<file path="src/design/sopm_pkg.sv">
// shared types and constants for the square oscillator pair
// no dependencies; compiled first
package sopm_pkg;

   localparam int unsigned FREQ_W   = 15;
   localparam int unsigned COUNT_W  = 15;
   localparam int unsigned HALF_W   = 14;
   localparam int unsigned STEP_W   = 4;
   localparam int unsigned NUM_OSC  = 2;

   localparam logic [COUNT_W-1:0] TICK_HZ = 15'd31250;
   localparam logic [COUNT_W-1:0] RESET_PERIOD0 = COUNT_W'(31250 / 2005);
   localparam logic [COUNT_W-1:0] RESET_PERIOD1 = COUNT_W'(31250 / 460);
   localparam logic [HALF_W-1:0]  RESET_HALF0   = HALF_W'((31250 / 2005) / 2);
   localparam logic [HALF_W-1:0]  RESET_HALF1   = HALF_W'((31250 / 460) / 2);

   // transaction kinds on the request channel
   localparam logic MODE_TICK = 1'b0;
   localparam logic MODE_SET  = 1'b1;

   // divider request and status
   typedef struct packed {
      logic               start;
      logic [FREQ_W-1:0]  divisor;
   } div_req_type;

   typedef struct packed {
      logic               done;
      logic [COUNT_W-1:0] quotient;
   } div_rsp_type;

endpackage

</file>
<file path="src/design/sopm_if.sv">
// request and response channel interfaces for the oscillator pair
// depends on sopm_pkg for field widths
interface sopm_req_if;
   import sopm_pkg::*;

   logic              valid;
   logic              ready;
   logic              mode;
   logic              osc_select;
   logic [FREQ_W-1:0] freq_hz;

   modport source (output valid, mode, osc_select, freq_hz, input ready);
   modport sink   (input valid, mode, osc_select, freq_hz, output ready);
endinterface

interface sopm_rsp_if;
   logic valid;
   logic ready;
   logic level;

   modport source (output valid, level, input ready);
   modport sink   (input valid, level, output ready);
endinterface

</file>
<file path="src/design/sopm_div.sv">
// restoring divider: tick rate divided by a frequency, one bit a cycle
// depends on sopm_pkg
module sopm_div (
   input  logic                 clock,
   input  logic                 reset,
   input  sopm_pkg::div_req_type div_req,
   output sopm_pkg::div_rsp_type div_rsp
);
   import sopm_pkg::*;

   logic                busy_ff,  busy_in;
   logic                done_ff,  done_in;
   logic [STEP_W-1:0]   step_ff,  step_in;
   logic [COUNT_W-1:0]  rem_ff,   rem_in;
   logic [COUNT_W-1:0]  quot_ff,  quot_in;
   logic [FREQ_W-1:0]   dvsr_ff,  dvsr_in;

   logic [COUNT_W:0]    trial;
   logic [COUNT_W+1:0]  diff;
   logic                borrow;

   // shared subtract and compare
   assign trial  = {rem_ff, quot_ff[COUNT_W-1]};
   assign diff   = {1'b0, trial} - {2'b00, dvsr_ff};
   assign borrow = diff[COUNT_W+1];

   // sequencer
   always_comb begin
      busy_in = busy_ff;
      done_in = 1'b0;
      step_in = step_ff;
      rem_in  = rem_ff;
      quot_in = quot_ff;
      dvsr_in = dvsr_ff;
      if (div_req.start) begin
         busy_in = 1'b1;
         step_in = STEP_W'(COUNT_W - 1);
         rem_in  = '0;
         quot_in = TICK_HZ;
         dvsr_in = div_req.divisor;
      end else if (busy_ff) begin
         rem_in  = borrow ? trial[COUNT_W-1:0] : diff[COUNT_W-1:0];
         quot_in = {quot_ff[COUNT_W-2:0], ~borrow};
         step_in = step_ff - 1'b1;
         if (step_ff == '0) begin
            busy_in = 1'b0;
            done_in = 1'b1;
         end
      end
   end

   always_ff @(posedge clock) begin
      if (reset) begin
         busy_ff <= 1'b0;
         done_ff <= 1'b0;
         step_ff <= '0;
      end else begin
         busy_ff <= busy_in;
         done_ff <= done_in;
         step_ff <= step_in;
      end
      rem_ff  <= rem_in;
      quot_ff <= quot_in;
      dvsr_ff <= dvsr_in;
   end

   assign div_rsp.done     = done_ff;
   assign div_rsp.quotient = quot_ff;

endmodule

</file>
<file path="src/design/square_oscillator_pair_or_mix.sv">
// top level of the square oscillator pair with ored output
// depends on sopm_pkg, sopm_if and sopm_div
//
//   channel  direction  carries
//   req_if   in         mode, osc_select, freq_hz
//   rsp_if   out        level (one per tick transaction)
//
// a tick transaction's level sits in an output register
// set transaction: starts the shared divider, runs its 15 steps, then
// updates the selected oscillator; req is not ready meanwhile
// reset (synchronous) restores periods 15 and 67 and counts equal to them
// a held response blocks new transactions until it is taken
module square_oscillator_pair_or_mix (
   input  logic       clock,
   input  logic       reset,
   sopm_req_if.sink   req_if,
   sopm_rsp_if.source rsp_if
);
   import sopm_pkg::*;

   typedef enum logic [1:0] {
      ST_IDLE = 2'b01,
      ST_DIV  = 2'b10
   } state_type;

   state_type           state_ff, state_in;
   logic                sel_ff, sel_in;
   logic [COUNT_W-1:0]  count_ff  [NUM_OSC];
   logic [COUNT_W-1:0]  count_in  [NUM_OSC];
   logic [COUNT_W-1:0]  period_ff [NUM_OSC];
   logic [COUNT_W-1:0]  period_in [NUM_OSC];
   logic [HALF_W-1:0]   half_ff   [NUM_OSC];
   logic [HALF_W-1:0]   half_in   [NUM_OSC];
   logic                rsp_valid_ff, rsp_valid_in;
   logic                rsp_level_ff, rsp_level_in;

   logic                accept;
   logic [NUM_OSC-1:0]  osc_high;
   logic [COUNT_W-1:0]  dec      [NUM_OSC];
   div_req_type         div_req;
   div_rsp_type         div_rsp;

   assign req_if.ready = (state_ff == ST_IDLE) && (!rsp_valid_ff || rsp_if.ready);
   assign accept       = req_if.valid && req_if.ready;

   // divider start, zero frequency taken as 1 Hz
   assign div_req.start   = accept && (req_if.mode == MODE_SET);
   assign div_req.divisor = (req_if.freq_hz == '0) ? FREQ_W'(1) : req_if.freq_hz;

   sopm_div u_div (
      .clock   (clock),
      .reset   (reset),
      .div_req (div_req),
      .div_rsp (div_rsp)
   );

   // per oscillator decrement and high-half compare
   always_comb begin
      for (int k = 0; k < NUM_OSC; k++) begin
         dec[k]      = count_ff[k] - 1'b1;
         osc_high[k] = (count_ff[k] > COUNT_W'(1)) &&
                       (dec[k] >= {1'b0, half_ff[k]});
      end
   end

   // sequencer and state update
   always_comb begin
      state_in     = state_ff;
      sel_in       = sel_ff;
      count_in     = count_ff;
      period_in    = period_ff;
      half_in      = half_ff;
      rsp_valid_in = rsp_valid_ff;
      rsp_level_in = rsp_level_ff;
      if (rsp_if.ready) begin
         rsp_valid_in = 1'b0;
      end
      unique case (state_ff)
         ST_IDLE: begin
            if (accept) begin
               if (req_if.mode == MODE_SET) begin
                  sel_in   = req_if.osc_select;
                  state_in = ST_DIV;
               end else begin
                  for (int k = 0; k < NUM_OSC; k++) begin
                     count_in[k] = (count_ff[k] > COUNT_W'(1)) ? dec[k] : period_ff[k];
                  end
                  rsp_valid_in = 1'b1;
                  rsp_level_in = |osc_high;
               end
            end
         end
         ST_DIV: begin
            if (div_rsp.done) begin
               period_in[sel_ff] = div_rsp.quotient;
               half_in[sel_ff]   = div_rsp.quotient[COUNT_W-1:1];
               if (count_ff[sel_ff] > div_rsp.quotient) begin
                  count_in[sel_ff] = div_rsp.quotient;
               end
               state_in = ST_IDLE;
            end
         end
         default: begin
            state_in = ST_IDLE;
         end
      endcase
   end

   always_ff @(posedge clock) begin
      if (reset) begin
         state_ff     <= ST_IDLE;
         sel_ff       <= 1'b0;
         rsp_valid_ff <= 1'b0;
         count_ff[0]  <= RESET_PERIOD0;
         count_ff[1]  <= RESET_PERIOD1;
         period_ff[0] <= RESET_PERIOD0;
         period_ff[1] <= RESET_PERIOD1;
         half_ff[0]   <= RESET_HALF0;
         half_ff[1]   <= RESET_HALF1;
      end else begin
         state_ff     <= state_in;
         sel_ff       <= sel_in;
         rsp_valid_ff <= rsp_valid_in;
         count_ff     <= count_in;
         period_ff    <= period_in;
         half_ff      <= half_in;
      end
      rsp_level_ff <= rsp_level_in;
   end

   assign rsp_if.valid = rsp_valid_ff;
   assign rsp_if.level = rsp_level_ff;

endmodule
</file>
<file path="src/flat_wrapper.sv">
// flat-port wrapper written by rule: the top's interface ports become plain ports
module square_oscillator_pair_or_mix_flat import sopm_pkg::*;
  (clock, reset, req_if_valid, req_if_mode, req_if_osc_select, req_if_freq_hz, req_if_ready, rsp_if_valid, rsp_if_level, rsp_if_ready);
  sopm_req_if req_if_i ();
  sopm_rsp_if rsp_if_i ();
  input  logic clock;
  input  logic reset;
  input wire logic [$bits(req_if_i.valid)-1:0] req_if_valid;
  input wire logic [$bits(req_if_i.mode)-1:0] req_if_mode;
  input wire logic [$bits(req_if_i.osc_select)-1:0] req_if_osc_select;
  input wire logic [$bits(req_if_i.freq_hz)-1:0] req_if_freq_hz;
  output wire logic [$bits(req_if_i.ready)-1:0] req_if_ready;
  output wire logic [$bits(rsp_if_i.valid)-1:0] rsp_if_valid;
  output wire logic [$bits(rsp_if_i.level)-1:0] rsp_if_level;
  input wire logic [$bits(rsp_if_i.ready)-1:0] rsp_if_ready;
  assign req_if_i.valid = req_if_valid;
  assign req_if_i.mode = req_if_mode;
  assign req_if_i.osc_select = req_if_osc_select;
  assign req_if_i.freq_hz = req_if_freq_hz;
  assign req_if_ready = req_if_i.ready;
  assign rsp_if_valid = rsp_if_i.valid;
  assign rsp_if_level = rsp_if_i.level;
  assign rsp_if_i.ready = rsp_if_ready;
  square_oscillator_pair_or_mix u_core (.clock(clock), .reset(reset), .req_if(req_if_i), .rsp_if(rsp_if_i));
endmodule
</file>
<file path="config.mk">
export PLATFORM = sky130hd
export DESIGN_NAME = square_oscillator_pair_or_mix_flat
export DESIGN_NICKNAME = d
export VERILOG_FILES = /design/src/design/sopm_pkg.sv /design/src/design/sopm_if.sv /design/src/design/sopm_div.sv /design/src/design/square_oscillator_pair_or_mix.sv /design/src/flat_wrapper.sv
export SDC_FILE = /design/constraint.sdc
export NUM_CORES = 1
export LEC_CHECK = 0
export BUFFER_PORTS_ARGS = -buffer_cell sky130_fd_sc_hd__buf_2
export CORE_ASPECT_RATIO = 0.6
export CORE_UTILIZATION = 30
export CTS_CLUSTER_SIZE = 10
export DETAILED_ROUTE_END_ITERATION = 6
export GPL_TIMING_DRIVEN = 0
export PLACE_DENSITY_LB_ADDON = 0.15
export RECOVER_POWER = 50
export SLEW_MARGIN = 10
export SYNTH_ARGS = -nofsm -noshare
export SYNTH_HDL_FRONTEND = slang
export SYNTH_SLANG_ARGS = --single-unit
</file>
<file path="constraint.sdc">
create_clock -name clock -period 8.2 [get_ports clock]
set_clock_uncertainty 0.15 [all_clocks]
set_input_delay 1.64 -clock clock [delete_from_list [all_inputs] [get_ports clock]]
set_output_delay 1.64 -clock clock [all_outputs]
set_load 0.01 [all_outputs]
</file>
==> results of run 1 <==
[cells by family (layout without fill, tap and decap cells)]
kind of cell	count (synthesis)	count (layout)	share of synthesized area [%]
DFF	116	116	33.5
adders and majority gates	65	65	11.1
and+or+nand+nor	303	303	19.2
xor gates and xnor gates	33	33	3.90
muxes	32	32	4.54
buffers and inverters	135	189	7.25
AOI/OAI and AO/OA	232	232	20.5
[per-stage QoR]
stage / power (mW) / worst slack [ps]
CTS: 1.90 / 3710
global placement: 1.14 / 3670
detailed placement: 1.14 / 3780
global route: 1.98 / 3330
finish: 1.89 / 3600
floorplan: 0.985 / 4320
[cell usage after synthesis, types with 10 or more instances]
cell      number  area share [%]
a211oi_1      38             3.9
a21oi_1       73             4.9
a31oi_1       11            0.93
clkbuf_1      48             2.4
dfxtp_1      100              27
edfxtp_1      16             6.5
ha_1          64              11
inv_1         72             3.6
mux2_2        13             2.0
mux2i_1       19             2.6
nand2_1       97             4.9
nand3_1       15             1.0
nand3b_1      10             1.0
nor2_1        94             4.8
nor2b_1       11            0.93
nor3_1        27             1.8
o211ai_1      10             1.0
o21ai_0       39             2.6
xnor2_1       21             2.5
xor2_1        12             1.4
[how the worst max path moves through the flow]
stage / cells after the start / end / start
after floorplan: 2 / req_if_ready / rsp_if_ready
after global placement: 13 / u_core.rsp_if.level / u_core.count_ff[0]
after detailed placement: 13 / u_core.rsp_if.level / u_core.count_ff[0]
after CTS: 13 / u_core.rsp_if.level / u_core.count_ff[0]
after global routing: 13 / u_core.rsp_if.level / u_core.count_ff[0]
final: 13 / u_core.rsp_if.level / u_core.count_ff[0]
[layout by cell type, fill, tap and decap left out, drive strengths merged, types with 13 or more instances in the layout]
| master | instances |
|---|---|
| nor3 | 28 |
| edfxtp | 16 |
| clkbuf | 81 |
| nor2 | 96 |
| buf | 23 |
| o21ai | 40 |
| ha | 64 |
| dfxtp | 100 |
| nand3 | 15 |
| inv | 73 |
| a211oi | 45 |
| nand2 | 97 |
| a21oi | 73 |
| mux2i | 19 |
| mux2 | 13 |
| xnor2 | 21 |
[state kept, by name, indices dropped and copies added (netlist names)]
signal / flops
u_core.u_div.rem_ff: 15
u_core.u_div.step_ff: 4
u_core.rsp_if.valid: 1
u_core.half_ff: 28
u_core.u_div.busy_ff: 1
u_core.sel_ff: 1
u_core.u_div.dvsr_ff: 15
u_core.count_ff: 30
u_core.u_div.quot_ff: 15
u_core.state_ff: 2
u_core.period_ff: 2
u_core.u_div.done_ff: 1
u_core.rsp_if.level: 1
[tightest hold or removal path: cells and delay by family, from the launching register on]
| kind | cells | cell delay, ps |
|---|---|---|
| flip-flops | 1 | 300 |
| AND/OR/NAND/NOR | 1 | 50 |
| AO/OA/AOI/OAI | 1 | 50 |
[power groups by stage]
stage	sequential [mW]	clock, mW	combinational [mW]
floorplan	0.674	0	0.311
global placement	0.728	0	0.408
detailed placement	0.728	0	0.408
CTS	0.716	0.774	0.411
global route	0.723	0.800	0.461
finish	0.718	0.754	0.415
[area by class of cell]
cell class / count / area share [%]
inverters: 73 / 3.22
clock buffers: 20 / 5.49
plain buffers: 62 / 3.09
multi-input cells: 665 / 51.6
well taps: 322 / 4.74
clock inverters: 12 / 1.52
flip-flops and latches: 116 / 29.2
repair buffers: 22 / 1.13
[routing by layer]
| layer | part of all wire, % | wire [µm] |
|---|---|---|
| met5 | 0 | 0 |
| met2 | 33 | 8350 |
| met3 | 8.4 | 2140 |
| met4 | 0.93 | 237 |
| met1 | 58 | 14600 |
==> metrics.txt, run 1 <==
status=completed; flop-to-flop setup slack=3600 ps; grt total ovfl=0; final setup vio count=0; CP startpoint kind=flip-flop; R2R Path End=u_core.rsp_if.level; Layout area overhead=14.8%; met1 usage=35.3%; slowest stage delay, CP=780 ps; Slowest cell on crit path=nor3b_1; Leak=3.27 nW; gpl congestion=0.884; CP max FO=9; ANT cells=0; share of power burned in registers=38.0%; Residual DRC=0; Max-Cap Viols=0; CTS Hold Bufs=0; Peak Freq=218 MHz; Synth async-reset ratio=0%; met3 Use GR=6.46%; cts bufs inserted=17; Design Area, Final=8500 µm²; clk sinks=116; final slew viol count=0; Reg2Reg Depth=13; DP Area=7920 µm²; final period utilization=56.1%; die area=25300 µm²; Clock power frac=39.9%; setup_tns=0 ps; Synth Cell Area=7410 µm²; switching part of the total power=32.9%; fin crit period=4600 ps; Initial Utilization=30.6%; Port Buffers=22; power per cell area=222 nW/µm²; clock transition at the registers of the reported paths=60 ps; Pre-antenna DRT Iters=5; Detail Placement HPWL=19.7 mm; number of synthesized flops with an enable pin=16; post-CTS sizing=0; Hold Path End=u_core.half_ff[20]; Hold Crit Start=u_core.half_ff[20]; Worst-Skew Late Latency=430 ps; Initial DRC Count=595; initial antenna violation count=0; Crit. End Element=flip-flop; Routed WL=25.4 mm; yosys warns=0; root buffer cell=clkbuf_16; global-route wire length before repair=38.8 mm; crit path buf inv count=1; GR Layer Usage met2=24.1%; H-tree depth=4; largest net degree at the start of global routing=25; Die Ht=124 µm; Seq/Total Area, Yosys=33.5%; Worst Tran Pin Value=1310 ps; via/cell ratio=5.22; NumNets Final=1043; GRT Max-Usage Layer=met1; Switch Pwr=0.621 mW; GRT Util Overall=21.1%; FF-to-FF Start=u_core.count_ff[0]; Cells after Synth=916; Core Box Area=24200 µm²; Main synth FF type=dfxtp_1; post-layout util=35.1%; synthesized area per cell=8.09 µm²; Sequential Area=2480 µm²; worst-path cell chain=inv_1 > ha_1 > nor3b_1 > nand2_1 > xnor2_1 > ha_1 > and4_1 > o311ai_0 > a21boi_0 > o21ai_0 > a2111oi_0 > o21ai_0 > o21ai_0; Final Hold Viols=0; WL per Instance=19.6 µm; area of the multi-input gates=4390 µm²; antenna violation net count after detailed routing=0; type of the most critical hold path=flip-flop to flip-flop; vias in the first global route=6129; CTS tree=yes; Die W=205 µm; Cell Int Power=1.27 mW; most used cell, CP=o21ai_0; unrepaired setup endpoints after global routing=no; Std-Cell Rows=44; WHS Path Cells=2; cell family with most CP delay=compound AO/OA/AOI/OAI gates; Finished Layout Cells=1292; critical path class=flip-flop to flip-flop; Comb pwr share=22.0%; Post-CTS Setup Repair Bufs=0; vias after detailed routing=6750; I/O pin total=24; share of layout cells above drive strength 1=8.25%; Synth Register Bits=116; Worst EP arrival=4530 ps; post-synth cell types=62; dpl cells=1260; Rel. slew slack=12.5%; WP data required=8140 ps; hold slack=303 ps; clock buffer depth=2; fill count=2596; worst vdd ir=145 µV; Net Count, Synth=1002
Power figures use the tool's default switching activity.
==> inputs of run 2 (changes only) <==
==> constraint.sdc (replaced) <==
create_clock -name clock -period 4.1 [get_ports clock]
set_clock_uncertainty 0.15 [all_clocks]
set_input_delay 0.82 -clock clock [delete_from_list [all_inputs] [get_ports clock]]
set_output_delay 0.82 -clock clock [all_outputs]
set_load 0.01 [all_outputs]
==> run 2 against run 1 <==
  * Non-clock buffer count down 2
  * Fmax up 17%
  * Sequential share of layout area decreased by 0.069 points
  * Register-to-register slack got worse by 3400 ps
  * First-iteration DRC count up 6.4%
  * Combinational power up 100%
  * Flip-flop and latch count unchanged
  * Core utilization increased by 0.083 points
  * Clock power grew 100%
  * Routed wire length hardly changed
==> metrics.txt, run 2 (same netlist as run 1, synthesis figures left out) <==
clock transition at the registers of the reported paths=60 ps; ANT cells=0; DP Area=7920 µm²; Final Hold Viols=0; cell family with most CP delay=compound AO/OA/AOI/OAI gates; crit path buf inv count=1; CTS tree=yes; final slew viol count=0; Leak=3.29 nW; final setup vio count=0; worst vdd ir=292 µV; Die W=205 µm; Initial DRC Count=633; CTS Hold Bufs=0; worst-path cell chain=inv_1 > ha_1 > nor3b_4 > nand2_1 > xnor2_1 > ha_1 > and4_1 > o311ai_0 > a21boi_0 > o21ai_0 > a2111oi_0 > o21ai_1 > o21ai_1; Layout area overhead=15.0%; vias after detailed routing=6736; Biggest register=u_core.count_ff; setup_tns=0 ps; hold slack=303 ps; NumNets Final=1041; fin crit period=3940 ps; largest net degree at the start of global routing=25; Peak Freq=254 MHz; post-layout util=35.2%; Routed WL=25.4 mm; vias in the first global route=6130; Residual DRC=0; Detail Placement HPWL=19.7 mm; CP startpoint kind=flip-flop; CP max FO=9; die area=25300 µm²; H-tree depth=4; status=completed; Slowest cell on crit path=dfxtp_1; Crit. End Element=flip-flop; most frequent cells in the layout=dfxtp_1 (100), nand2_1 (97), nor2_1 (94), a21oi_1 (73), inv_1 (72); GRT Util Overall=21.1%; leading cell type in the layout, fill and taps excluded=dfxtp_1; Port Buffers=22; cts bufs inserted=17; Worst EP arrival=3910 ps; Design Area, Final=8520 µm²; Core Box Area=24200 µm²; I/O pin total=24; final period utilization=96.0%; gpl congestion=0.884; global-route wire length before repair=38.8 mm; post-place setup slack=-325 ps; WL per Instance=19.7 µm; power per cell area=444 nW/µm²; Worst Tran Pin Value=1300 ps; grt total ovfl=0; Largest regs=u_core.count_ff (30), u_core.half_ff (28); root buffer cell=clkbuf_16; Std-Cell Rows=44; fill count=2592; WP data required=4080 ps; Die Ht=124 µm; unrepaired setup endpoints after global routing=no; Max-Cap Viols=0; Pre-antenna DRT Iters=5; Setup WS post-layout=162 ps; antenna violation net count after detailed routing=0; Post-CTS Setup Repair Bufs=0; slowest stage delay, CP=400 ps; Rel. slew slack=13.0%; via/cell ratio=5.22; critical path class=flip-flop to flip-flop; share of layout cells above drive strength 1=8.99%; clk sinks=116; max reg flops=30; Worst-Skew Late Latency=430 ps; Initial Utilization=30.6%; clock buffer depth=2; type of the most critical hold path=flip-flop to flip-flop; initial antenna violation count=0
run 2: cell types whose count changed in the layout (fill, tap and decap cells not counted), sizes merged:
cell  previous run  this run
buf             23        21
run 2: where the power goes:
group	leakage (nW)	switching, mW	total (mW)	internal [mW]
registers	0.962	0.186	1.44	1.25
clock network	0.288	0.572	1.51	0.940
logic	2.04	0.491	0.832	0.340
run 2: final timing paths:
check / slack, ps / cells past startpoint / endpoint / startpoint
worst min register to register: 300 / 2 / u_core.half_ff[20] / u_core.half_ff[20]
worst min-delay path: 300 / 2 / u_core.half_ff[20] / u_core.half_ff[20]
worst max-delay path: 160 / 13 / u_core.rsp_if.level / u_core.count_ff[0]
worst max register to register: 160 / 13 / u_core.rsp_if.level / u_core.count_ff[0]
run 2: cell type report:
class | instances | area [µm²] | share of cell area, %
clock buffer | 20 | 467 | 5.48
clock inverter | 12 | 129 | 1.51
sequential | 116 | 2480 | 29.1
multi-input combinational | 665 | 4410 | 51.8
timing repair buffer | 22 | 95.1 | 1.12
inverter | 73 | 274 | 3.21
buffer | 60 | 262 | 3.07
tap | 322 | 403 | 4.73
run 2: metrics by stage:
step,power [mW],std cells
2_1_floorplan,1.97,916
3_3_place_gp,2.27,1260
3_5_place_dp,2.27,1260
4_1_cts,3.81,1292
5_1_grt,3.97,1290
6_report,3.78,1290
run 2: tightest hold or removal path: cells and delay by family (launching register included):
kind,cells,cell delay [ps]
AND/OR/NAND/NOR,1,50
flip-flops,1,300
AO/OA/AOI/OAI,1,50
run 2: metal layers:
metal | track usage [%] | share of wire [%] | vias to the layer above
li1 | - | - | 3326
met1 | 35.3 | 58 | 3201
met2 | 24.1 | 33 | 188
met3 | 6.46 | 8.2 | 21
met4 | 4.72 | 0.93 | 0
met5 | 0 | 0 | -
run 2: repair_timing:
item	CTS	global route
hold endpoints to repair	0	0
setup endpoints to repair	26	28
gates cloned	0	0
gates resized for setup	5	9
==> inputs of run 3 (changes only) <==
--- a/config.mk
+++ b/config.mk
@@ -13,7 +13,6 @@
 export GPL_TIMING_DRIVEN = 0
 export PLACE_DENSITY_LB_ADDON = 0.15
 export RECOVER_POWER = 50
-export SLEW_MARGIN = 10
 export SYNTH_ARGS = -nofsm -noshare
 export SYNTH_HDL_FRONTEND = slang
 export SYNTH_SLANG_ARGS = --single-unit
==> constraint.sdc (replaced) <==
create_clock -name clock -period 4.9 [get_ports clock]
set_clock_uncertainty 0.15 [all_clocks]
set_input_delay 0.98 -clock clock [delete_from_list [all_inputs] [get_ports clock]]
set_output_delay 0.98 -clock clock [all_outputs]
set_load 0.01 [all_outputs]
==> run 3 against run 2 <==
  * First-iteration DRC count shrank 6.0%
  * Routed wire length is essentially flat
  * Sequential share of layout area grew 0.073 points
  * Core utilization shrank 0.088 points
  * Largest cell class unchanged
  * Global-route usage is essentially flat
  * Register-to-register slack gained 140 ps
  * Critical path depth is the same
==> metrics.txt, run 3 (same netlist as run 1, synthesis figures left out) <==
status=completed; Std-Cell Rows=44; Crit. End Element=flip-flop; WL per Instance=19.6 µm; final setup vio count=0; post-layout util=35.1%; vias in the first global route=6129; cts bufs inserted=17; dpl cells=1260; Routed WL=25.4 mm; area of the multi-input gates=4390 µm²; Port Buffers=22; NumNets Final=1043; WP data required=4840 ps; Biggest register=u_core.count_ff; die area=25300 µm²; via/cell ratio=5.22; ANT cells=0; global-route wire length before repair=38.8 mm; clock transition at the registers of the reported paths=60 ps; grt total ovfl=0; leading cell type in the layout, fill and taps excluded=dfxtp_1; initial antenna violation count=0; unrepaired setup endpoints after global routing=no; worst vdd ir=242 µV; largest net degree at the start of global routing=25; Peak Freq=218 MHz; final slew viol count=0; Sequential Area=2480 µm²; CP max FO=9; clk sinks=116; clock buffer depth=2; Max-Cap Viols=0; final period utilization=93.8%; fill count=2597; Initial Utilization=30.6%; max reg flops=30; type of the most critical hold path=flip-flop to flip-flop; vias after detailed routing=6750; CTS Hold Bufs=0; Worst-Skew Late Latency=430 ps; share of layout cells above drive strength 1=8.14%; Leak=3.27 nW; post-CTS sizing=0; Post-CTS Setup Repair Bufs=0; Finished Layout Cells=1292; CTS tree=yes; Largest regs=u_core.count_ff (30), u_core.half_ff (28); Design Area, Final=8500 µm²; Final Hold Viols=0; antenna violation net count after detailed routing=0; Pre-antenna DRT Iters=5; DP Area=7920 µm²; Die Ht=124 µm; power per cell area=371 nW/µm²; Residual DRC=0; Layout area overhead=14.8%; gpl congestion=0.884; I/O pin total=24; Detail Placement HPWL=19.7 mm; most frequent cells in the layout=dfxtp_1 (100), nand2_1 (97), nor2_1 (94), a21oi_1 (73), inv_1 (72); Worst EP arrival=4530 ps; Worst Tran Pin Value=1310 ps; GRT Util Overall=21.1%; root buffer cell=clkbuf_16; H-tree depth=4; fin crit period=4600 ps; Die W=205 µm; Core Box Area=24200 µm²; CP startpoint kind=flip-flop; critical path class=flip-flop to flip-flop; Rel. slew slack=12.5%; setup_tns=0 ps; Initial DRC Count=595
run 3: cell types whose count changed in the layout (fill, tap and decap cells not counted), moves of 2 or more:
| cell | delta |
|---|---|
| buf_1 | +2 |
| clkbuf_1 | +5 |
| clkbuf_2 | -4 |
| o21ai_0 | +2 |
| o21ai_1 | -2 |
run 3: worst max-delay path, cell delays in order, from the launching register on:
cell       delay, ps
dfxtp_1          390
inv_1             90
ha_1             190
nor3b_1          780
nand2_1          160
xnor2_1          290
ha_1             320
and4_1           210
o311ai_0         330
a21boi_0         140
o21ai_0          190
a2111oi_0        110
o21ai_0          490
o21ai_0          380
run 3: where the power goes:
| group | total [mW] | switching [mW] | internal (mW) |
|---|---|---|---|
| combinational | 0.695 | 0.411 | 0.284 |
| sequential | 1.20 | 0.154 | 1.05 |
| clock | 1.26 | 0.475 | 0.786 |
| total | 3.16 | 1.04 | 2.12 |
run 3: per-stage QoR:
| step | hold slack [ps] | power (mW) | worst slack, ps |
|---|---|---|---|
| 2_1_floorplan | 286 | 1.65 | 1670 |
| 3_3_place_gp | 294 | 1.90 | 372 |
| 3_5_place_dp | 297 | 1.90 | 475 |
| 4_1_cts | 305 | 3.18 | 413 |
| 5_1_grt | 316 | 3.32 | 33.4 |
| 6_report | 303 | 3.16 | 303 |
run 3: final timing paths:
path | start | end | slack, ps | cells after the start
hold reg to reg | u_core.half_ff[20] | u_core.half_ff[20] | 300 | 2
setup reg to reg | u_core.count_ff[0] | u_core.rsp_if.level | 300 | 13
setup / recovery | u_core.count_ff[0] | u_core.rsp_if.level | 300 | 13
hold / removal | u_core.half_ff[20] | u_core.half_ff[20] | 300 | 2
run 3: routing by layer:
layer,wire (µm),GRT usage (%)
met1,14600,35.3
met4,237,4.72
met3,2140,6.46
met2,8350,24.1
met5,0,0
run 3: layout make-up:
cell class | instances | area share, %
multi-input cells | 665 | 51.6
flip-flops and latches | 116 | 29.2
clock buffers | 20 | 5.49
well taps | 322 | 4.74
inverters | 73 | 3.22
plain buffers | 62 | 3.09
clock inverters | 12 | 1.52
repair buffers | 22 | 1.12
